## src/rtl/bf3_pkg.sv

```systemverilog
package bf3_pkg;

    localparam int MAX_WIDTH  = 1024;
    localparam int MAX_HEIGHT = 1024;
    localparam int MIN_DIM    = 2;
    localparam int PIX_W      = 8;
    localparam int KSIZE      = 3;

    localparam int ADDR_W  = $clog2(MAX_WIDTH);
    localparam int WCNT_W  = ADDR_W + 1;
    localparam int ROW_W   = $clog2(MAX_HEIGHT);
    localparam int HCNT_W  = ROW_W + 1;

    localparam int DIM_W    = 11;
    localparam int WEIGHT_W = 4;
    localparam int OP_W     = 1;
    localparam int COORD_W  = 10;
    localparam int RES_W    = 16;
    localparam int IDX_W    = 2;

    localparam int SUM_W = $clog2(KSIZE * KSIZE * (2 ** PIX_W - 1) + 1);

    // x/9 == (x * RECIP_9) >> 23 for x < 2^21; the x16 fraction scale folds
    // into the shift, so value = (sum * weight * RECIP_9) >> RECIP_SHIFT
    localparam int RECIP_SHIFT = 19;
    localparam int RECIP_9     = ((1 << (RECIP_SHIFT + 4)) + 8) / 9;
    localparam int COEF_W      = $clog2((2 ** WEIGHT_W - 1) * RECIP_9 + 1);
    localparam int PROD_W      = SUM_W + COEF_W;

    localparam int WIDTH_RESET  = 640;
    localparam int HEIGHT_RESET = 480;
    localparam int WEIGHT_RESET = 3;

    typedef enum logic [IDX_W-1:0] {
        REG_FRAME_WIDTH  = 2'd0,
        REG_FRAME_HEIGHT = 2'd1,
        REG_TAP_WEIGHT   = 2'd2
    } reg_idx_t;

    typedef enum logic [OP_W-1:0] {
        OP_PIXEL = 1'b0,
        OP_DRAIN = 1'b1
    } opcode_t;

    // item on its way from the input register into the window
    typedef struct packed {
        logic              valid;
        logic              emit;
        logic              last;
        logic              top_ok;
        logic              bot_ok;
        logic              left_ok;
        logic              right_ok;
        logic [ADDR_W-1:0] col;
        logic [PIX_W-1:0]  px;
        logic [ROW_W-1:0]  out_row;
        logic [ADDR_W-1:0] out_col;
    } s1_t;

    // masked neighborhood sum waiting for the scale stage
    typedef struct packed {
        logic              valid;
        logic              last;
        logic [SUM_W-1:0]  sum;
        logic [ROW_W-1:0]  row;
        logic [ADDR_W-1:0] col;
    } sum_t;

    function automatic logic [WCNT_W-1:0] clamp_width(input logic [DIM_W-1:0] v);
        int unsigned x;
        x = 32'(v);
        if (x < MIN_DIM)
            x = MIN_DIM;
        else if (x > MAX_WIDTH)
            x = MAX_WIDTH;
        return WCNT_W'(x);
    endfunction

    function automatic logic [HCNT_W-1:0] clamp_height(input logic [DIM_W-1:0] v);
        int unsigned x;
        x = 32'(v);
        if (x < MIN_DIM)
            x = MIN_DIM;
        else if (x > MAX_HEIGHT)
            x = MAX_HEIGHT;
        return HCNT_W'(x);
    endfunction

endpackage

```

## src/rtl/bf3_res_if.sv

```systemverilog
interface bf3_res_if;
    import bf3_pkg::*;

    logic               valid;
    logic               ready;
    logic [RES_W-1:0]   filtered_value;
    logic [COORD_W-1:0] out_row;
    logic [COORD_W-1:0] out_column;
    logic               frame_last;

    modport source (output valid, output filtered_value, output out_row,
                    output out_column, output frame_last, input ready);
    modport sink   (input valid, input filtered_value, input out_row,
                    input out_column, input frame_last, output ready);
endinterface

```

## src/rtl/bf3_scale.sv

```systemverilog
module bf3_scale (
    input  logic                       clk,
    input  logic                       rst_n,
    input  bf3_pkg::sum_t              st2,
    input  logic [bf3_pkg::COEF_W-1:0] coef,
    output logic                       s3_ready,
    bf3_res_if.source                  results
);
    import bf3_pkg::*;

    logic [PROD_W-1:0]  prod;
    logic               valid_reg;
    logic [RES_W-1:0]   value_reg;
    logic [COORD_W-1:0] row_reg;
    logic [COORD_W-1:0] col_reg;
    logic               last_reg;

    assign prod     = PROD_W'(st2.sum) * PROD_W'(coef);
    assign s3_ready = !valid_reg || results.ready;

    always_ff @(posedge clk or negedge rst_n)
    begin
        if (!rst_n)
            valid_reg <= 1'b0;
        else if (s3_ready)
            valid_reg <= st2.valid;
    end

    always_ff @(posedge clk)
    begin
        if (s3_ready && st2.valid)
        begin
            value_reg <= prod[RECIP_SHIFT +: RES_W];
            row_reg   <= COORD_W'(st2.row);
            col_reg   <= COORD_W'(st2.col);
            last_reg  <= st2.last;
        end
    end

    assign results.valid          = valid_reg;
    assign results.filtered_value = value_reg;
    assign results.out_row        = row_reg;
    assign results.out_column     = col_reg;
    assign results.frame_last     = last_reg;

endmodule

```

## src/flat_wrapper.sv

```systemverilog
// flat-port wrapper written by rule: the top's interface ports become plain ports
module bf3_scale_flat import bf3_pkg::*;
  (clk, rst_n, st2, coef, s3_ready, results_valid, results_filtered_value, results_out_row, results_out_column, results_frame_last, results_ready);
  bf3_res_if results_i ();
  input  logic clk;
  input  logic rst_n;
  input  bf3_pkg::sum_t st2;
  input  logic [bf3_pkg::COEF_W-1:0] coef;
  output logic s3_ready;
  output wire logic [$bits(results_i.valid)-1:0] results_valid;
  output wire logic [$bits(results_i.filtered_value)-1:0] results_filtered_value;
  output wire logic [$bits(results_i.out_row)-1:0] results_out_row;
  output wire logic [$bits(results_i.out_column)-1:0] results_out_column;
  output wire logic [$bits(results_i.frame_last)-1:0] results_frame_last;
  input wire logic [$bits(results_i.ready)-1:0] results_ready;
  assign results_valid = results_i.valid;
  assign results_filtered_value = results_i.filtered_value;
  assign results_out_row = results_i.out_row;
  assign results_out_column = results_i.out_column;
  assign results_frame_last = results_i.frame_last;
  assign results_i.ready = results_ready;
  bf3_scale u_core (.clk(clk), .rst_n(rst_n), .st2(st2), .coef(coef), .s3_ready(s3_ready), .results(results_i));
endmodule
```

## config.mk

```make
export PLATFORM = sky130hd
export DESIGN_NAME = bf3_scale_flat
export DESIGN_NICKNAME = d
export VERILOG_FILES = /design/src/rtl/bf3_pkg.sv /design/src/rtl/bf3_res_if.sv /design/src/rtl/bf3_scale.sv /design/src/flat_wrapper.sv
export SDC_FILE = /design/constraint.sdc
export NUM_CORES = 1
export LEC_CHECK = 0
export ABC_CLOCK_PERIOD_IN_PS = 1800
export BUFFER_PORTS_ARGS = -buffer_cell sky130_fd_sc_hd__clkbuf_2
export CORE_MARGIN = 1.5
export CORE_UTILIZATION = 30
export DETAILED_ROUTE_END_ITERATION = 12
export HOLD_SLACK_MARGIN = 0.08
export PLACE_DENSITY = 0.52
export SLEW_MARGIN = 10
export SYNTH_ARGS = -nofsm -noshare
export SYNTH_HDL_FRONTEND = slang
export SYNTH_SLANG_ARGS = --single-unit
```

## constraint.sdc

```tcl
create_clock -name clk -period 1.8 [get_ports clk]
set_input_delay 0.54 -clock clk [delete_from_list [all_inputs] [get_ports clk]]
set_output_delay 0.54 -clock clk [all_outputs]
set_load 0.05 [all_outputs]
```

==> results of run 1 <==
[path summary, 6_finish.rpt]
kind	startpoint	to	slack, ps	cells past startpoint
setup / recovery	st2[23]	u_core.results.filtered_value[15]$_DFFE_PP_	-3410	20
hold / removal	st2[17]	u_core.results.out_row[7]$_DFFE_PP_	430	1
setup reg to reg	u_core.results.valid$_DFFE_PN0N_	u_core.results.out_column[1]$_DFFE_PP_	570	3
hold reg to reg	u_core.results.valid$_DFFE_PN0N_	u_core.results.valid$_DFFE_PN0N_	560	2
max in group asynchronous	rst_n	u_core.results.valid$_DFFE_PN0N_	1140	2
min in group asynchronous	rst_n	u_core.results.valid$_DFFE_PN0N_	570	2
[timing repair]
action                                 CTS  global route
buffers inserted                         7            11
hold buffers                             1             0
gates cloned                             3             0
pin swaps                               41            49
setup endpoints to repair               16            16
resized for setup                       80            69
endpoints found under the hold margin    1             0
[layer usage]
layer | vias up | wire length (um) | global-route usage (%)
li1 | 3531 | - | -
met1 | 3897 | 11100 | 20.7
met2 | 108 | 13500 | 30.4
met3 | 10 | 748 | 1.51
met4 | 0 | 151 | 1.87
met5 | - | 0 | 0
[area by class of cell]
cell class | instances | area, um^2
flip-flops and latches | 38 | 1140
inverters | 266 | 998
fillers | 3193 | 18800
clock buffers | 6 | 139
multi-input cells | 709 | 8040
repair buffers | 247 | 2100
well taps | 435 | 544
clock inverters | 2 | 12.5
[worst reg2reg max path, stage by stage (launching register included)]
cell	delay, ps
dfrtp_1	390
nand2b_2	90
and2_4	260
buf_12	190
[cell usage after synthesis (all sizes together), types with 2 or more instances]
cell type / instances
a211oi: 3
a21o: 9
a21oi: 24
a31oi: 3
and2: 94
and3: 4
clkbuf: 51
edfxtp: 37
fa: 218
ha: 67
inv: 266
nand2: 205
nand2b: 2
nand3: 7
nand4: 4
nand4b: 3
nor2: 12
nor3: 4
o211ai: 3
o21ai: 8
o21bai: 4
o311ai: 3
o31a: 2
xnor2: 11
xor2: 6
[cell families (layout without fill, tap and decap cells)]
kind of cell,Yosys count,count (layout)
adders and majority gates,285,285
AOI/OAI and AO/OA,67,67
and+or+nand+nor,339,339
xor gates and xnor gates,17,17
DFF,38,38
buffers and inverters,317,521
muxes,1,1
[power by group through the flow]
stage	clock [mW]	combinational, mW	sequential [mW]
2_1_floorplan	0	13.9	2.58
3_3_place_gp	0	21.9	1.87
3_5_place_dp	0	22.0	1.86
4_1_cts	0.934	23.2	1.85
5_1_grt	0.974	27.2	1.87
6_report	0.900	24.2	1.85
[stage by stage]
step	instances	hold slack [ps]	setup WS [ps]	area [um^2]	setup TNS, ps
finish	1703	430	-3410	13000	-52520
global placement	1675	316	-3930	12000	-60130
detailed placement	1675	316	-3940	12000	-60520
global route	1703	417	-3600	13000	-55680
CTS	1694	419	-3490	12700	-53460
floorplan	1064	244	-3400	10500	-50480
==> impl_metrics.env, run 1 <==
export IMPL_core_um2=31800
export IMPL_synth_top_cell_area_share_pct=44.6
export IMPL_synthesis_nets=1410
export IMPL_drv_slew=0
export IMPL_worstSetupPathType="input port to register"
export IMPL_rsz0062_at_grt="yes"
export IMPL_grt_pass1_vias=8418
export IMPL_p_leak_nw=6.44
export IMPL_path_buf_inv=6
export IMPL_synthMuxAreaShare_pct=0.102
export IMPL_slew_headroom_pct=72.2
export IMPL_final_util_pct=40.8
export IMPL_swShare_pct=48.1
export IMPL_p_sw_mw=13.0
export IMPL_finalPower_mw=27.0
export IMPL_die_area_um2=33700
export IMPL_hold_viol=0
export IMPL_cpPeakStageDelay_ps=530
export IMPL_final_cell_mix="245 x inv_1, 203 x fa_1, 183 x nand2_1"
export IMPL_setup_worst_path_end_class="register"
export IMPL_netlist_instances=1064
export IMPL_start_util_pct=30.7
export IMPL_p_int_mw=14.0
export IMPL_drc=0
export IMPL_synthArstFlopShare_pct=2.63
export IMPL_via_per_inst=4.43
export IMPL_yosys_area_share_simple_pct=16.3
export IMPL_antenna_diode_count=0
export IMPL_fin_crit_sh_pct=289
export IMPL_fin_nets=1613
export IMPL_cp_max_fo=8
export IMPL_gr_total_overflow=0
export IMPL_clkLatencyLatePin_ps=280
export IMPL_first_iter_violations=360
export IMPL_status="finished, violations left"
export IMPL_syn_area_um2=9770
export IMPL_hpwlAfterDp_um=21700
export IMPL_clkPwrFrac_pct=3.3
export IMPL_synth_top_family_by_area="adder cells"
export IMPL_syn_area_per_cell_um2=9.19
export IMPL_wl_um=25500
export IMPL_min_period_ps=5210
export IMPL_grt_use_total_pct=16.2
export IMPL_final_antenna_net_count=0
export IMPL_cts_sinks=38
export IMPL_combPwrFrac_pct=89.8
export IMPL_cts_made_buffers=5
export IMPL_slowest_stage="fa_1"
export IMPL_fp_dieW_um=184
export IMPL_wl_per_cell_um=15.0
export IMPL_violations="setup timing"
export IMPL_std_cell_rows=65
export IMPL_synthAdderAreaFrac_pct=53.2
export IMPL_clk_path_buf_depth=2
export IMPL_cts_tree="built"
export IMPL_antenna_found_initial=0
export IMPL_synth_seq_area_share_pct=11.6
export IMPL_route_vias_total=7546
export IMPL_yosysUniqueCellTypes=47
export IMPL_synth_xor_area_share_pct=1.52
export IMPL_crit_path_start_kind="input port"
export IMPL_drive_above_1_share_pct=30.0
export IMPL_critical_path_required_ps=1830
export IMPL_fin_skew_ps=1.32
export IMPL_maxCapViolCount=0
export IMPL_clk_pin_slew_worst_paths_ps=60
export IMPL_synth_top_area_cell="fa_1"
export IMPL_io_buffers=99
export IMPL_synth_seq_cells=38
export IMPL_largest_reg_flops=16
export IMPL_grt_pass1_wl_um=42600
export IMPL_die_h_um=184
export IMPL_synth_compound_area_share_pct=5.04
export IMPL_cts_root_buf="clkbuf_16"
export IMPL_setup_viol=16
export IMPL_netlist_top_cells_area="fa_1 45%, edfxtp_1 11%, inv_1 10%"
export IMPL_fmax_mhz=192
export IMPL_arrival_ps=5230
export IMPL_max_vdd_ir_drop_v=0.00206
export IMPL_syn2layout_area_growth_pct=32.7
export IMPL_hold_path_class="input port to register"
export IMPL_synth_warnings=0
export IMPL_path_cells="clkbuf_16 -> buf_12 -> nand2_2 -> fa_1 -> fa_1 -> inv_1 -> fa_1 -> fa_1 -> inv_1 -> fa_1 -> inv_2 -> ha_4 -> a21o_4 -> a211oi_4 -> or3_4 -> o32ai_4 -> buf_4 -> o311ai_2 -> mux2i_1 -> a2111oi_2"
export IMPL_critPathTopFamily="adder cells"
export IMPL_path_common_cell="fa_1"
export IMPL_power_frac_seq_pct=6.9
export IMPL_firstDrtPassIters=5
export IMPL_fin_ws_ps=-3410
export IMPL_grt_max_degree=18
export IMPL_place_gp_congestion=0.809
export IMPL_final_common_cell="inv_1"
export IMPL_io_pins=100
export IMPL_synth_edf_count=37
export IMPL_worst_pin_slew_ps=416
export IMPL_power_density_nw_per_um2=2080
export IMPL_htreeDepth=2
export IMPL_ys_flop_type="edfxtp_1"
(Power assumes the default switching activity.)
==> run 2: changes to the inputs <==
--- a/config.mk
+++ b/config.mk
@@ -7,11 +7,13 @@
 export LEC_CHECK = 0
 export ABC_CLOCK_PERIOD_IN_PS = 1800
 export BUFFER_PORTS_ARGS = -buffer_cell sky130_fd_sc_hd__clkbuf_2
+export CELL_PAD_IN_SITES_DETAIL_PLACEMENT = 0
+export CELL_PAD_IN_SITES_GLOBAL_PLACEMENT = 1
 export CORE_MARGIN = 1.5
 export CORE_UTILIZATION = 30
 export DETAILED_ROUTE_END_ITERATION = 12
 export HOLD_SLACK_MARGIN = 0.08
-export PLACE_DENSITY = 0.52
+export PLACE_DENSITY = 0.63
 export SLEW_MARGIN = 10
 export SYNTH_ARGS = -nofsm -noshare
 export SYNTH_HDL_FRONTEND = slang
==> run 2 against run 1 <==
The run still ends with setup timing left. Largest cell class unchanged. Largest power group unchanged. Critical path type unchanged. Core utilization grew 0.50 points. Final area grew 1.2%. Sequential power shrank 2%. Final cell count grew 1.2%.
==> impl_metrics.env, run 2 (synthesis gave the netlist of run 1 again) <==
export IMPL_status="finished, violations left"
export IMPL_violations="setup timing"
export IMPL_worstSetupPathType="input port to register"
export IMPL_maxCapViolCount=0
export IMPL_route_vias_total=7610
export IMPL_gr_total_overflow=0
export IMPL_final_cell_mix="251 x inv_1, 208 x fa_1, 186 x nand2_1"
export IMPL_rr_worst_depth=3
export IMPL_hold_viol=0
export IMPL_cts_sinks=38
export IMPL_final_cells=1724
export IMPL_wl_um=27500
export IMPL_grt_use_total_pct=16.3
export IMPL_setup_worst_path_end_class="register"
export IMPL_fin_crit_sh_pct=299
export IMPL_p_int_mw=14.9
export IMPL_cts_root_buf="clkbuf_16"
export IMPL_hold_path_class="input port to register"
export IMPL_clk_pin_slew_worst_paths_ps=60
export IMPL_via_per_inst=4.41
export IMPL_arrival_ps=5420
export IMPL_r2r_end="u_core.results.filtered_value[15]$_DFFE_PP_"
export IMPL_multi_input_comb_area_um2=8050
export IMPL_register_area_um2=1140
export IMPL_p_leak_nw=6.53
export IMPL_clkPwrFrac_pct=4.1
export IMPL_largest_reg_flops=16
export IMPL_drc=0
export IMPL_min_path_cells=1
export IMPL_clk_path_buf_depth=2
export IMPL_slowest_stage="fa_1"
export IMPL_hpwlAfterDp_um=22400
export IMPL_slew_headroom_pct=73.7
export IMPL_clkLatencyLatePin_ps=290
export IMPL_syn2layout_area_growth_pct=34.3
export IMPL_whs_ps=424
export IMPL_fmax_mhz=186
export IMPL_holdCritStartpoint="st2[9]"
export IMPL_rsz0062_at_grt="yes"
export IMPL_startpoint="st2[26]"
export IMPL_p_sw_mw=13.3
export IMPL_final_antenna_net_count=0
export IMPL_antenna_found_initial=1
export IMPL_max_vdd_ir_drop_v=0.00129
export IMPL_first_iter_violations=358
export IMPL_std_cell_rows=65
export IMPL_setup_viol=16
export IMPL_fin_ws_ps=-3580
export IMPL_crit_path_start_kind="input port"
export IMPL_reg2reg_slack_ps=530
export IMPL_die_h_um=184
export IMPL_critical_path_required_ps=1840
export IMPL_min_to="u_core.results.out_column[9]$_DFFE_PP_"
export IMPL_finalPower_mw=28.2
export IMPL_fp_dieW_um=184
export IMPL_cts_tree="built"
export IMPL_worst_pin_slew_ps=391
export IMPL_cp_max_fo=6
export IMPL_core_um2=31800
export IMPL_wl_per_cell_um=15.9
export IMPL_power_density_nw_per_um2=2150
export IMPL_power_frac_seq_pct=6.4
export IMPL_cpPeakStageDelay_ps=550
export IMPL_io_pins=100
export IMPL_final_common_cell="inv_1"
export IMPL_final_util_pct=41.3
export IMPL_drive_above_1_share_pct=29.9
export IMPL_grt_pass1_vias=8170
export IMPL_min_period_ps=5380
export IMPL_fillers=3162
export IMPL_combPwrFrac_pct=89.5
export IMPL_reg2reg_from="u_core.results.valid$_DFFE_PN0N_"
export IMPL_grt_max_degree=29
export IMPL_drv_slew=0
export IMPL_fin_nets=1633
export IMPL_start_util_pct=30.7
export IMPL_fin_skew_ps=5.97
export IMPL_die_area_um2=33700
export IMPL_firstDrtPassIters=4
export IMPL_cts_made_buffers=5
export IMPL_place_gp_congestion=0.817
export IMPL_swShare_pct=47.1
export IMPL_io_buffers=99
export IMPL_htreeDepth=2
export IMPL_place_inst=1691
export IMPL_grt_pass1_wl_um=42700
==> run 2: changes by cell type in the layout (fill, tap and decap cells not counted), moves of 6 or more <==
cell and change:
buf_4 +14, inv_1 +6, clkbuf_8 -8, inv_2 -6, clkbuf_2 +9, clkbuf_4 +6
==> run 2: per-layer routing <==
layer / vias to the layer above / wire [um] / track usage, %
li1: 3570 / - / -
met1: 3880 / 12800 / 22.8
met2: 140 / 13200 / 28.1
met3: 20 / 1120 / 2.00
met4: 0 / 356 / 1.21
met5: - / 0 / 0
==> run 2: final cells by class <==
class	instances	share of cell area [%]
repair buffers	267	16.8
diodes	1	0.0191
clock inverters	3	0.524
inverters	266	7.60
well taps	435	4.15
clock buffers	5	0.953
multi-input cells	709	61.3
flip-flops and latches	38	8.65
==> run 2: power groups by stage <==
stage | registers, mW | logic, mW | clock network [mW]
finish | 1.81 | 25.3 | 1.15
global route | 1.83 | 28.2 | 1.24
CTS | 1.82 | 24.2 | 1.21
detailed placement | 1.83 | 22.2 | 0
global placement | 1.83 | 22.1 | 0
floorplan | 2.58 | 13.9 | 0
==> run 2: worst max path at each step <==
stage                                                        to  slack (ps)
CTS                 u_core.results.filtered_value[15]$_DFFE_PP_       -3560
detailed placement   u_core.results.filtered_value[8]$_DFFE_PP_       -4060
finish               u_core.results.filtered_value[8]$_DFFE_PP_       -3580
global placement     u_core.results.filtered_value[8]$_DFFE_PP_       -4070
global route         u_core.results.filtered_value[8]$_DFFE_PP_       -3760
floorplan           u_core.results.filtered_value[15]$_DFFE_PP_       -3400
==> run 2: critical path, delay by kind of cell <==
kind	cells	cell delay (ps)
adders and majority gates	6	2560
buffers and inverters	11	1010
AOI/OAI and AO/OA	4	710
and+or+nand+nor	3	440
xor gates and xnor gates	1	130
==> run 2: repair_timing <==
action	CTS	global route
setup endpoints to repair	16	16
hold endpoints to repair	1	0
cloned	1	9
gates resized for setup	46	56
pin swaps	12	20
setup buffers	10	6
hold buffers	1	0
==> run 2: metrics by stage <==
stage | TNS (ps) | setup slack, ps | area, um^2
finish | -54570 | -3580 | 13100
global route | -57420 | -3760 | 13100
CTS | -54010 | -3560 | 12700
detailed placement | -60950 | -4060 | 12200
global placement | -61110 | -4070 | 12200
floorplan | -50480 | -3400 | 10500
