==> config.mk <==
export PLATFORM = sky130hd
export DESIGN_NAME = bf3_window
export DESIGN_NICKNAME = d
export VERILOG_FILES = /design/src/rtl/bf3_pkg.sv /design/src/rtl/bf3_window.sv
export SDC_FILE = /design/constraint.sdc
export NUM_CORES = 1
export LEC_CHECK = 0
export BUFFER_PORTS_ARGS = -buffer_cell sky130_fd_sc_hd__buf_2
export CAP_MARGIN = 20
export CORE_ASPECT_RATIO = 1.2
export CORE_UTILIZATION = 37
export DETAILED_ROUTE_END_ITERATION = 10
export PLACE_DENSITY = 0.65
export SLEW_MARGIN = 30
export SYNTH_ARGS = -nofsm -noshare
export SYNTH_HDL_FRONTEND = slang
export SYNTH_SLANG_ARGS = --single-unit
==> constraint.sdc <==
create_clock -name clk -period 10.2 [get_ports clk]
set_input_delay 0 -clock clk [delete_from_list [all_inputs] [get_ports clk]]
set_output_delay 0 -clock clk [all_outputs]
set_load 0.01 [all_outputs]
==> src/rtl/bf3_pkg.sv <==
package bf3_pkg;

    localparam int MAX_WIDTH  = 1024;
    localparam int MAX_HEIGHT = 1024;
    localparam int MIN_DIM    = 2;
    localparam int PIX_W      = 8;
    localparam int KSIZE      = 3;

    localparam int ADDR_W  = $clog2(MAX_WIDTH);
    localparam int WCNT_W  = ADDR_W + 1;
    localparam int ROW_W   = $clog2(MAX_HEIGHT);
    localparam int HCNT_W  = ROW_W + 1;

    localparam int DIM_W    = 11;
    localparam int WEIGHT_W = 4;
    localparam int OP_W     = 1;
    localparam int COORD_W  = 10;
    localparam int RES_W    = 16;
    localparam int IDX_W    = 2;

    localparam int SUM_W = $clog2(KSIZE * KSIZE * (2 ** PIX_W - 1) + 1);

    // x/9 == (x * RECIP_9) >> 23 for x < 2^21; the x16 fraction scale folds
    // into the shift, so value = (sum * weight * RECIP_9) >> RECIP_SHIFT
    localparam int RECIP_SHIFT = 19;
    localparam int RECIP_9     = ((1 << (RECIP_SHIFT + 4)) + 8) / 9;
    localparam int COEF_W      = $clog2((2 ** WEIGHT_W - 1) * RECIP_9 + 1);
    localparam int PROD_W      = SUM_W + COEF_W;

    localparam int WIDTH_RESET  = 640;
    localparam int HEIGHT_RESET = 480;
    localparam int WEIGHT_RESET = 3;

    typedef enum logic [IDX_W-1:0] {
        REG_FRAME_WIDTH  = 2'd0,
        REG_FRAME_HEIGHT = 2'd1,
        REG_TAP_WEIGHT   = 2'd2
    } reg_idx_t;

    typedef enum logic [OP_W-1:0] {
        OP_PIXEL = 1'b0,
        OP_DRAIN = 1'b1
    } opcode_t;

    // item on its way from the input register into the window
    typedef struct packed {
        logic              valid;
        logic              emit;
        logic              last;
        logic              top_ok;
        logic              bot_ok;
        logic              left_ok;
        logic              right_ok;
        logic [ADDR_W-1:0] col;
        logic [PIX_W-1:0]  px;
        logic [ROW_W-1:0]  out_row;
        logic [ADDR_W-1:0] out_col;
    } s1_t;

    // masked neighborhood sum waiting for the scale stage
    typedef struct packed {
        logic              valid;
        logic              last;
        logic [SUM_W-1:0]  sum;
        logic [ROW_W-1:0]  row;
        logic [ADDR_W-1:0] col;
    } sum_t;

    function automatic logic [WCNT_W-1:0] clamp_width(input logic [DIM_W-1:0] v);
        int unsigned x;
        x = 32'(v);
        if (x < MIN_DIM)
            x = MIN_DIM;
        else if (x > MAX_WIDTH)
            x = MAX_WIDTH;
        return WCNT_W'(x);
    endfunction

    function automatic logic [HCNT_W-1:0] clamp_height(input logic [DIM_W-1:0] v);
        int unsigned x;
        x = 32'(v);
        if (x < MIN_DIM)
            x = MIN_DIM;
        else if (x > MAX_HEIGHT)
            x = MAX_HEIGHT;
        return HCNT_W'(x);
    endfunction

endpackage

==> src/rtl/bf3_window.sv <==
module bf3_window (
    input  logic                      clk,
    input  logic                      rst_n,
    input  logic                      s1_fire,
    input  bf3_pkg::s1_t              s1,
    input  logic [bf3_pkg::PIX_W-1:0] top,
    input  logic [bf3_pkg::PIX_W-1:0] mid,
    input  logic                      s3_ready,
    output logic                      st2_ready,
    output bf3_pkg::sum_t             st2
);
    import bf3_pkg::*;

    logic [PIX_W-1:0] win_reg [KSIZE][KSIZE];
    logic [PIX_W-1:0] win_next [KSIZE][KSIZE];
    logic [KSIZE-1:0] row_ok;
    logic [KSIZE-1:0] col_ok;
    logic [SUM_W-1:0] sum_c;
    sum_t             st2_reg;

    always_comb
    begin
        for (int i = 0; i < KSIZE; i++)
        begin
            for (int j = 0; j < KSIZE - 1; j++)
                win_next[i][j] = win_reg[i][j+1];
        end
        win_next[0][KSIZE-1] = top;
        win_next[1][KSIZE-1] = mid;
        win_next[2][KSIZE-1] = s1.px;

        // zero border: drop taps that fall outside the frame
        row_ok = {s1.bot_ok, 1'b1, s1.top_ok};
        col_ok = {s1.right_ok, 1'b1, s1.left_ok};
        sum_c  = '0;
        for (int i = 0; i < KSIZE; i++)
        begin
            for (int j = 0; j < KSIZE; j++)
            begin
                if (row_ok[i] && col_ok[j])
                    sum_c = sum_c + SUM_W'(win_next[i][j]);
            end
        end
    end

    assign st2_ready = !st2_reg.valid || s3_ready;

    always_ff @(posedge clk or negedge rst_n)
    begin
        if (!rst_n)
        begin
            win_reg <= '{default: '0};
            st2_reg <= '0;
        end
        else
        begin
            if (s1_fire)
                win_reg <= win_next;
            if (st2_ready)
                st2_reg.valid <= s1_fire && s1.emit;
            if (s1_fire && s1.emit)
            begin
                st2_reg.last <= s1.last;
                st2_reg.sum  <= sum_c;
                st2_reg.row  <= s1.out_row;
                st2_reg.col  <= s1.out_col;
            end
        end
    end

    assign st2 = st2_reg;

endmodule

==> flow_summary.toml, run 1 <==
[cts]
clk_pin_slew_ns = 0.07
clk_latency_ns = 0.35
clockBufferDepth = 2
cts.sinks = 82
cts_tree = "built"
cts_setup_buffers = 0
cts-root-buf = "clkbuf_16"
numCtsBuffers = 9
htree_levels = 3

[finish]
nFillCells = 1691
syn2layout_area_growth_pct = 20.2
fin_cells = 1059
ff_latch_area_sq_um = 2050
finalNetCount = 971
drive_above_1_share = 0.241
multiInputGateArea_sq_um = 4340
largest_reg_flops = 48
antenna_cells = 0

[worst_setup_path]
r2r_cells = 44
r2r_start = "win_next[64]"
path_class = "reg -> reg"
cp.required_ns = 10.48
crit_slowest_cell = "xnor3_1"
critPathArrivalTime_ns = 9.41
crit_path_start_kind = "flop"
critPathLaunch = "win_next[64]"
endpoint_kind = "flop"
cp_slowest_stage_delay_ns = 0.39
worstPathMaxFanout = 5
cp_common_cell = "ha_1"

[sta]
fin_crit_sh = 0.895
clock_skew_ns = 0.00898
finalMaxSlewViolations = 0
hold_viol_final = 0
fmax_mhz = 109
fin_hold_ws_ns = 0.0780
final-setup-viol-count = 0
rsz0062_at_grt = "false"
tightest_slew_ns = 0.813
finalCriticalPeriod_ns = 9.13
fin_setup_tns_ns = 0
slew-limit-headroom = 0.458

[synthesis]
postSynthNetCount = 842
yosysUniqueCellTypes = 69
dominantRegCellSynth = "dfrtp_1"
synth.avg_cell_area_sq_um = 9.49
yosys-top-cells-count = "82 x dfrtp_1, 68 x mux2_2, 64 x ha_1, 59 x o21ai_0, 58 x nand2_1"
netlist.area_leader.share = 0.307
synthTopCellsByArea = "dfrtp_1 31%, ha_1 12%, mux2_2 11%, xnor2_1 4.6%, o21ai_0 4.4%"
postSynthCellCount = 705
synth.most_common_cell = "dfrtp_1"
ys_warn_count = 0
synth-edff-count = 0
synth-seq-cells = 82
synth_area_sq_um = 6690
synth_area_leader_cell = "dfrtp_1"
ys_seq_area_frac = 0.307
async_flop_share = 1.00

[power]
internal-power_mw = 1.08
net-switching-power_uw = 773
power_mw = 1.85
p_seq_frac = 0.222
power_density_nw_per_um2 = 230
p_comb_frac = 0.613
p_sw_frac = 0.418
p_leak_nw = 3.76
pwr-share-clk = 0.165
peakVddDrop_uv = 167

[run]
maxCapViolCount = 0

[status]
status = "complete, but fails checks"
violations = "DRC"

[global_route]
antenna_found_initial = 0
grt.overflow.total = 0
grt_pass1_wl_um = 26200
track_usage = 0.173
grt_start_max_net_pins = 63
grt_pass1_vias = 5714

[routing]
detail-route-antenna-nets = 0
via_per_inst = 5.11
drt_iter0_drc = 183
wl_per_cell_um = 13.9
wl_um = 14700
num_vias = 5413
drc = 6
dr.pass1.iters = 7

[floorplanning]
io_pins = 100
die_x_um = 125
rows = 53
die_h_um = 149
core_area_sq_um = 17600
die-area_sq_um = 18600
start_util = 0.379

[place]
io_buffers = 88
dp_cells = 996
gp_congestion = 0.808
hpwl_um = 10900

[hold_path]
min_path_type = "in -> async"
## metal layers
| metal | part of all wire | GRT usage |
|---|---|---|
| met1 | 0.45 | 0.198 |
| met2 | 0.50 | 0.323 |
| met3 | 0.048 | 0.0438 |
| met4 | 0.0097 | 0.0401 |
| met5 | 0 | 0 |
## kinds of logic after synthesis
kind of cell               after synthesis  synth area share
adders and majority gates               73             0.145
and+or+nand+nor                        177             0.131
xor gates and xnor gates                49            0.0694
AOI/OAI and AO/OA                      183             0.172
DFF                                     82             0.307
muxes                                   79             0.131
buffers and inverters                   62            0.0441
## cell type report
cell class              instances  area share
clock buffers                  10      0.0285
flip-flops and latches         82       0.255
repair buffers                140       0.118
multi-input cells             561       0.540
inverters                      40      0.0187
well taps                     220      0.0342
clock inverters                 6     0.00544
## worst paths after layout
| check | to | slack (ns) |
|---|---|---|
| setup / recovery | st2[31] | 1.07 |
| setup reg to reg | st2[31] | 1.07 |
| hold / removal | win_next[65] | 0.08 |
| max in group asynchronous | st2[1] | 9.02 |
| hold reg to reg | st2[26] | 0.48 |
| min in group clk | st2[31] | 0.08 |
## through the flow
stage / utilization / worst slack (ns) / cell area, sq um
after floorplan: - / 2.11 / 6690
after global placement: 0.414 / 1.12 / 7300
after detailed placement: 0.414 / 0.934 / 7300
after CTS: 0.456 / 0.881 / 8040
after global routing: 0.456 / 0.162 / 8040
final: 0.456 / 1.07 / 8040
## critical path: cells and delay by family (launching register included)
kind | cells | cell delay [ns]
xor gates and xnor gates | 2 | 0.56
and+or+nand+nor | 8 | 1.22
DFF | 1 | 0.37
AOI/OAI and AO/OA | 23 | 4.14
buffers and inverters | 2 | 0.15
adders and majority gates | 9 | 2.57
## power by group through the flow
stage	logic [mW]	clock network [mW]	registers [mW]
6_report	1.13	0.304	0.411
5_1_grt	1.30	0.329	0.419
4_1_cts	1.14	0.316	0.411
3_5_place_dp	1.12	0	0.417
2_1_floorplan	0.910	0	0.428
3_3_place_gp	1.10	0	0.415
## what timing repair did
item                                   4_1_cts  5_1_grt
hold buffers                                47        0
setup endpoints to repair                    0        2
endpoints found under the hold margin       66        0
gates resized for setup                      0        1
## layout by cell type, fill, tap and decap left out, types with 9 or more instances in the layout
master	instances
dfrtp_1	82
nand2b_1	9
mux2i_1	10
nor2_1	45
a211oi_1	10
inv_1	39
mux2_2	68
nor3_1	9
dlygate4sd3_1	47
o21ai_0	59
xnor2_1	35
clkbuf_16	9
buf_2	87
a21oi_1	48
ha_1	64
xor2_1	11
a21o_1	14
nor2b_1	13
nand2_1	58
Power figures use the tool's default switching activity.
==> run 2: changes to the inputs <==
--- a/config.mk
+++ b/config.mk
@@ -8,9 +8,9 @@
 export BUFFER_PORTS_ARGS = -buffer_cell sky130_fd_sc_hd__buf_2
 export CAP_MARGIN = 20
 export CORE_ASPECT_RATIO = 1.2
-export CORE_UTILIZATION = 37
+export CORE_UTILIZATION = 42
 export DETAILED_ROUTE_END_ITERATION = 10
-export PLACE_DENSITY = 0.65
+export PLACE_DENSITY = 0.71
 export SLEW_MARGIN = 30
 export SYNTH_ARGS = -nofsm -noshare
 export SYNTH_HDL_FRONTEND = slang
==> constraint.sdc (replaced) <==
create_clock -name clk -period 10.2 [get_ports clk]
set_input_delay 0 -clock clk [delete_from_list [all_inputs] [get_ports clk]]
set_output_delay 0 -clock clk [all_outputs]
set_load 0.05 [all_outputs]
==> flow_summary.toml, run 2 (synthesis gave the netlist of run 1 again) <==
[cts]
htree_levels = 3
cts.sinks = 82
cts-root-buf = "clkbuf_16"
cts_tree = "built"
clk_latency_ns = 0.35
clockBufferDepth = 2
clk_pin_slew_ns = 0.06
numCtsBuffers = 9

[sta]
clock_skew_ns = 0.00993
slew-limit-headroom = 0.533
tightest_slew_ns = 0.701
hold_viol_final = 0
finalMaxSlewViolations = 0
fmax_mhz = 110
fin_hold_ws_ns = 0.0515
final-setup-viol-count = 0
rsz0062_at_grt = "false"
fin_setup_tns_ns = 0
fin_crit_sh = 0.889
finalCriticalPeriod_ns = 9.07

[finish]
fin_cells = 1045
finalNetCount = 971
largest_reg_flops = 48
mostFrequentLayoutCell = "buf_2"
syn2layout_area_growth_pct = 19.9
antenna_cells = 0
final_area_sq_um = 8020
drive_above_1_share = 0.239
final_cell_mix = "87 x buf_2, 82 x dfrtp_1, 68 x mux2_2, 64 x ha_1, 59 x o21ai_0"

[floorplanning]
rows = 50
die-area_sq_um = 16400
io_pins = 100
die_x_um = 117
start_util = 0.429
die_h_um = 140
core_area_sq_um = 15600

[routing]
drc = 0
wl_per_cell_um = 14.2
via_per_inst = 5.16
detail-route-antenna-nets = 0
drt_iter0_drc = 223
wl_um = 14800
num_vias = 5395
dr.pass1.iters = 4

[place]
hpwl_um = 10600
dpl_cell_area_sq_um = 7280
gp_congestion = 0.839
io_buffers = 88
dp_cells = 984

[status]
status = "complete, no violations"

[hold_path]
min_path_type = "in -> async"

[global_route]
grt.overflow.total = 0
track_usage = 0.194
grt_pass1_vias = 5596
grt_start_max_net_pins = 67
antenna_found_initial = 0
grt_pass1_wl_um = 25400

[power]
internal-power_mw = 1.08
p_sw_frac = 0.447
pwr-share-clk = 0.155
net-switching-power_uw = 874
p_seq_frac = 0.211
power_density_nw_per_um2 = 244
p_comb_frac = 0.634
p_leak_nw = 3.76
peakVddDrop_uv = 170

[worst_setup_path]
crit_path_start_kind = "flop"
cp_slowest_stage_delay_ns = 0.37
worstPathMaxFanout = 5
cp.required_ns = 10.40
critPathArrivalTime_ns = 9.27
cp_common_cell = "ha_1"
endpoint_kind = "flop"
r2r_start = "win_next[64]"
path_class = "reg -> reg"
critPathLaunch = "win_next[64]"
crit_slowest_cell = "dfrtp_1"

[run]
maxCapViolCount = 0
-- run 2: changes by cell type in the layout (fill, tap and decap cells not counted), sizes merged --
| cell | change |
|---|---|
| clkbuf | +1 |
| clkinv | -3 |
-- run 2: power groups by stage --
stage	logic [mW]	registers, mW	clock network [mW]
after global routing	1.40	0.420	0.321
after CTS	1.24	0.412	0.309
after global placement	1.19	0.414	0
final	1.24	0.413	0.302
after detailed placement	1.22	0.417	0
after floorplan	0.911	0.525	0
-- run 2: worst paths after layout --
check / to / slack [ns] / cells after the start
max in group asynchronous: st2[33] / 9.27 / 3
max reg2reg: st2[30] / 1.13 / 46
max: st2[30] / 1.13 / 46
min in group clk: st2[33] / 0.19 / 4
min reg2reg: st2[29] / 0.48 / 2
min: win_next[62] / 0.05 / 2
-- run 2: area by class of cell --
type	count	area (sq um)
fillers	1421	7560
multi-input cells	561	4340
flip-flops and latches	82	2050
repair buffers	140	955
well taps	208	260
clock buffers	11	243
inverters	40	150
clock inverters	3	17.5
-- run 2: repair_timing --
item                                    4_1_cts  5_1_grt
gates resized for setup                       0        2
endpoints found under the setup margin        0        1
hold buffers                                 47        0
hold endpoints to repair                     62        0
setup buffers                                 0        0
-- run 2: per-stage QoR --
stage	util	setup WS (ns)	power, mW
2_1_floorplan	-	2.11	1.44
3_3_place_gp	0.468	1.09	1.61
3_5_place_dp	0.468	0.900	1.64
4_1_cts	0.515	0.839	1.96
5_1_grt	0.515	0.101	2.14
6_report	0.515	1.13	1.95
-- run 2: critical path, delay by kind of cell, from the launching register on --
| kind | cells | cell delay, ns |
|---|---|---|
| mux | 1 | 0.09 |
| xor+xnor | 2 | 0.30 |
| flops | 1 | 0.37 |
| simple gates | 9 | 1.22 |
| compound gates | 23 | 4.23 |
| fa+ha+maj | 9 | 2.58 |
| buf+inv | 2 | 0.16 |
-- run 2: layer usage --
layer,vias to the layer above,GRT usage,wire length (um)
li1,2762,-,-
met1,2523,0.231,6610
met2,99,0.350,7430
met3,11,0.0459,650
met4,0,0.0406,116
met5,-,0,0
==> run 3: changes to the inputs <==
--- a/config.mk
+++ b/config.mk
@@ -7,10 +7,13 @@
 export LEC_CHECK = 0
 export BUFFER_PORTS_ARGS = -buffer_cell sky130_fd_sc_hd__buf_2
 export CAP_MARGIN = 20
+export CELL_PAD_IN_SITES_DETAIL_PLACEMENT = 0
+export CELL_PAD_IN_SITES_GLOBAL_PLACEMENT = 1
 export CORE_ASPECT_RATIO = 1.2
 export CORE_UTILIZATION = 42
 export DETAILED_ROUTE_END_ITERATION = 10
-export PLACE_DENSITY = 0.71
+export GPL_TIMING_DRIVEN = 1
+export PLACE_DENSITY = 0.86
 export SLEW_MARGIN = 30
 export SYNTH_ARGS = -nofsm -noshare
 export SYNTH_HDL_FRONTEND = slang
==> flow_summary.toml, run 3 (synthesis gave the netlist of run 1 again) <==
[status]
status = "complete, no violations"

[place]
io_buffers = 88
hpwl_um = 10800
dpl_worst_slack_ns = 0.922
gp_congestion = 0.835
dp_cells = 983

[routing]
detail-route-antenna-nets = 0
num_vias = 5434
drc = 0
via_per_inst = 5.20
dr.pass1.iters = 4
wl_um = 15100
drt_iter0_drc = 198
wl_per_cell_um = 14.4

[worst_setup_path]
worstPathMaxFanout = 5
critPathArrivalTime_ns = 9.24
path_class = "reg -> reg"
rr_endpoint = "st2[31]"
critPathLaunch = "win_next[64]"
r2r_setup_slack_ns = 1.23
crit_path_start_kind = "flop"
cp_slowest_stage_delay_ns = 0.39
r2r_start = "win_next[64]"
endpoint_kind = "flop"
cp_common_cell = "ha_1"
crit_family = "compound AO/OA/AOI/OAI gates"
crit_end = "st2[31]"
cp.required_ns = 10.47
crit_buf_inv = 2
crit_slowest_cell = "xnor3_1"
r2r_cells = 44
crit_cells = 44

[sta]
finalCriticalPeriod_ns = 8.97
finalMaxSlewViolations = 0
slew-limit-headroom = 0.521
fmax_mhz = 111
fin_setup_tns_ns = 0
layout_setup_ws_ns = 1.23
clock_skew_ns = 0.00938
fin_crit_sh = 0.880
final-setup-viol-count = 0
hold_viol_final = 0
tightest_slew_ns = 0.718
rsz0062_at_grt = "false"

[finish]
finalNetCount = 970
mostFrequentLayoutCell = "buf_2"
fin_cells = 1045
largest_reg_flops = 48
antenna_cells = 0
syn2layout_area_growth_pct = 20.5
postLayoutCoreUtil = 0.517
drive_above_1_share = 0.240
final_cell_mix = "87 x buf_2, 82 x dfrtp_1, 68 x mux2_2, 64 x ha_1, 59 x o21ai_0"

[floorplanning]
core_area_sq_um = 15600
io_pins = 100
rows = 50
die_x_um = 117
die_h_um = 140
start_util = 0.429
die-area_sq_um = 16400

[cts]
htree_levels = 3
cts-root-buf = "clkbuf_16"
cts_tree = "built"
numCtsBuffers = 9
cts.sinks = 82
clockBufferDepth = 2
cts_setup_buffers = 0
clk_pin_slew_ns = 0.07
clk_latency_ns = 0.35

[global_route]
antenna_found_initial = 0
grt_pass1_vias = 5616
grt_start_max_net_pins = 68
grt.overflow.total = 0
track_usage = 0.197
grt_pass1_wl_um = 25800

[power]
p_leak_nw = 3.78
peakVddDrop_uv = 170
power_density_nw_per_um2 = 247

[run]
maxCapViolCount = 0

[hold_path]
min_path_type = "in -> async"
[run 3: changes by cell type in the layout (fill, tap and decap cells not counted), sizes merged]
cell | previous run | this run
buf | 93 | 92
bufinv | 0 | 1
clkinv | 3 | 1
clkinvlp | 1 | 0
inv | 39 | 42
[run 3: area by class of cell]
cell class	count	area, sq um
inverters	40	150
fillers	1445	7520
repair buffers	139	947
clock inverters	4	56.3
flip-flops and latches	82	2050
well taps	208	260
clock buffers	11	253
multi-input cells	561	4340
[run 3: how the worst min path moves through the flow]
stage / cells after the start / from / end / slack, ns
2_1_floorplan: 0 / rst_n / st2[0] / -0.30
3_3_place_gp: 1 / rst_n / win_next[65] / -0.13
3_5_place_dp: 1 / rst_n / win_next[64] / -0.13
4_1_cts: 2 / rst_n / win_next[64] / 0.03
5_1_grt: 2 / rst_n / win_next[64] / 0.09
6_report: 2 / rst_n / win_next[64] / 0.04
[run 3: power by group]
part	switching (mW)	internal [mW]
Combinational	0.708	0.530
Sequential	0.0324	0.381
Clock	0.138	0.204
Total	0.878	1.12
[run 3: repair_timing]
item / in CTS / in global routing
endpoints found under the hold margin: 61 / 0
setup endpoints to repair: 0 / 2
hold buffers: 47 / 0
resized for setup: 0 / 2
[run 3: per-stage QoR]
| step | hold WS (ns) | instance area [sq um] | power (mW) |
|---|---|---|---|
| 5_1_grt | 0.0927 | 8060 | 2.19 |
| 3_3_place_gp | -0.133 | 7280 | 1.62 |
| 4_1_cts | 0.0299 | 8060 | 2.01 |
| 2_1_floorplan | -0.296 | 6690 | 1.44 |
| 3_5_place_dp | -0.131 | 7280 | 1.64 |
| 6_report | 0.0441 | 8060 | 1.99 |
[run 3: metal layers]
metal  GRT usage  wire length (um)  share of wire  vias up
li1            -                 -              -     2767
met1       0.234              6780           0.45     2548
met2       0.357              7560           0.50      105
met3      0.0350               561          0.037       14
met4      0.0500               180          0.012        0
met5           0                 0              0        -
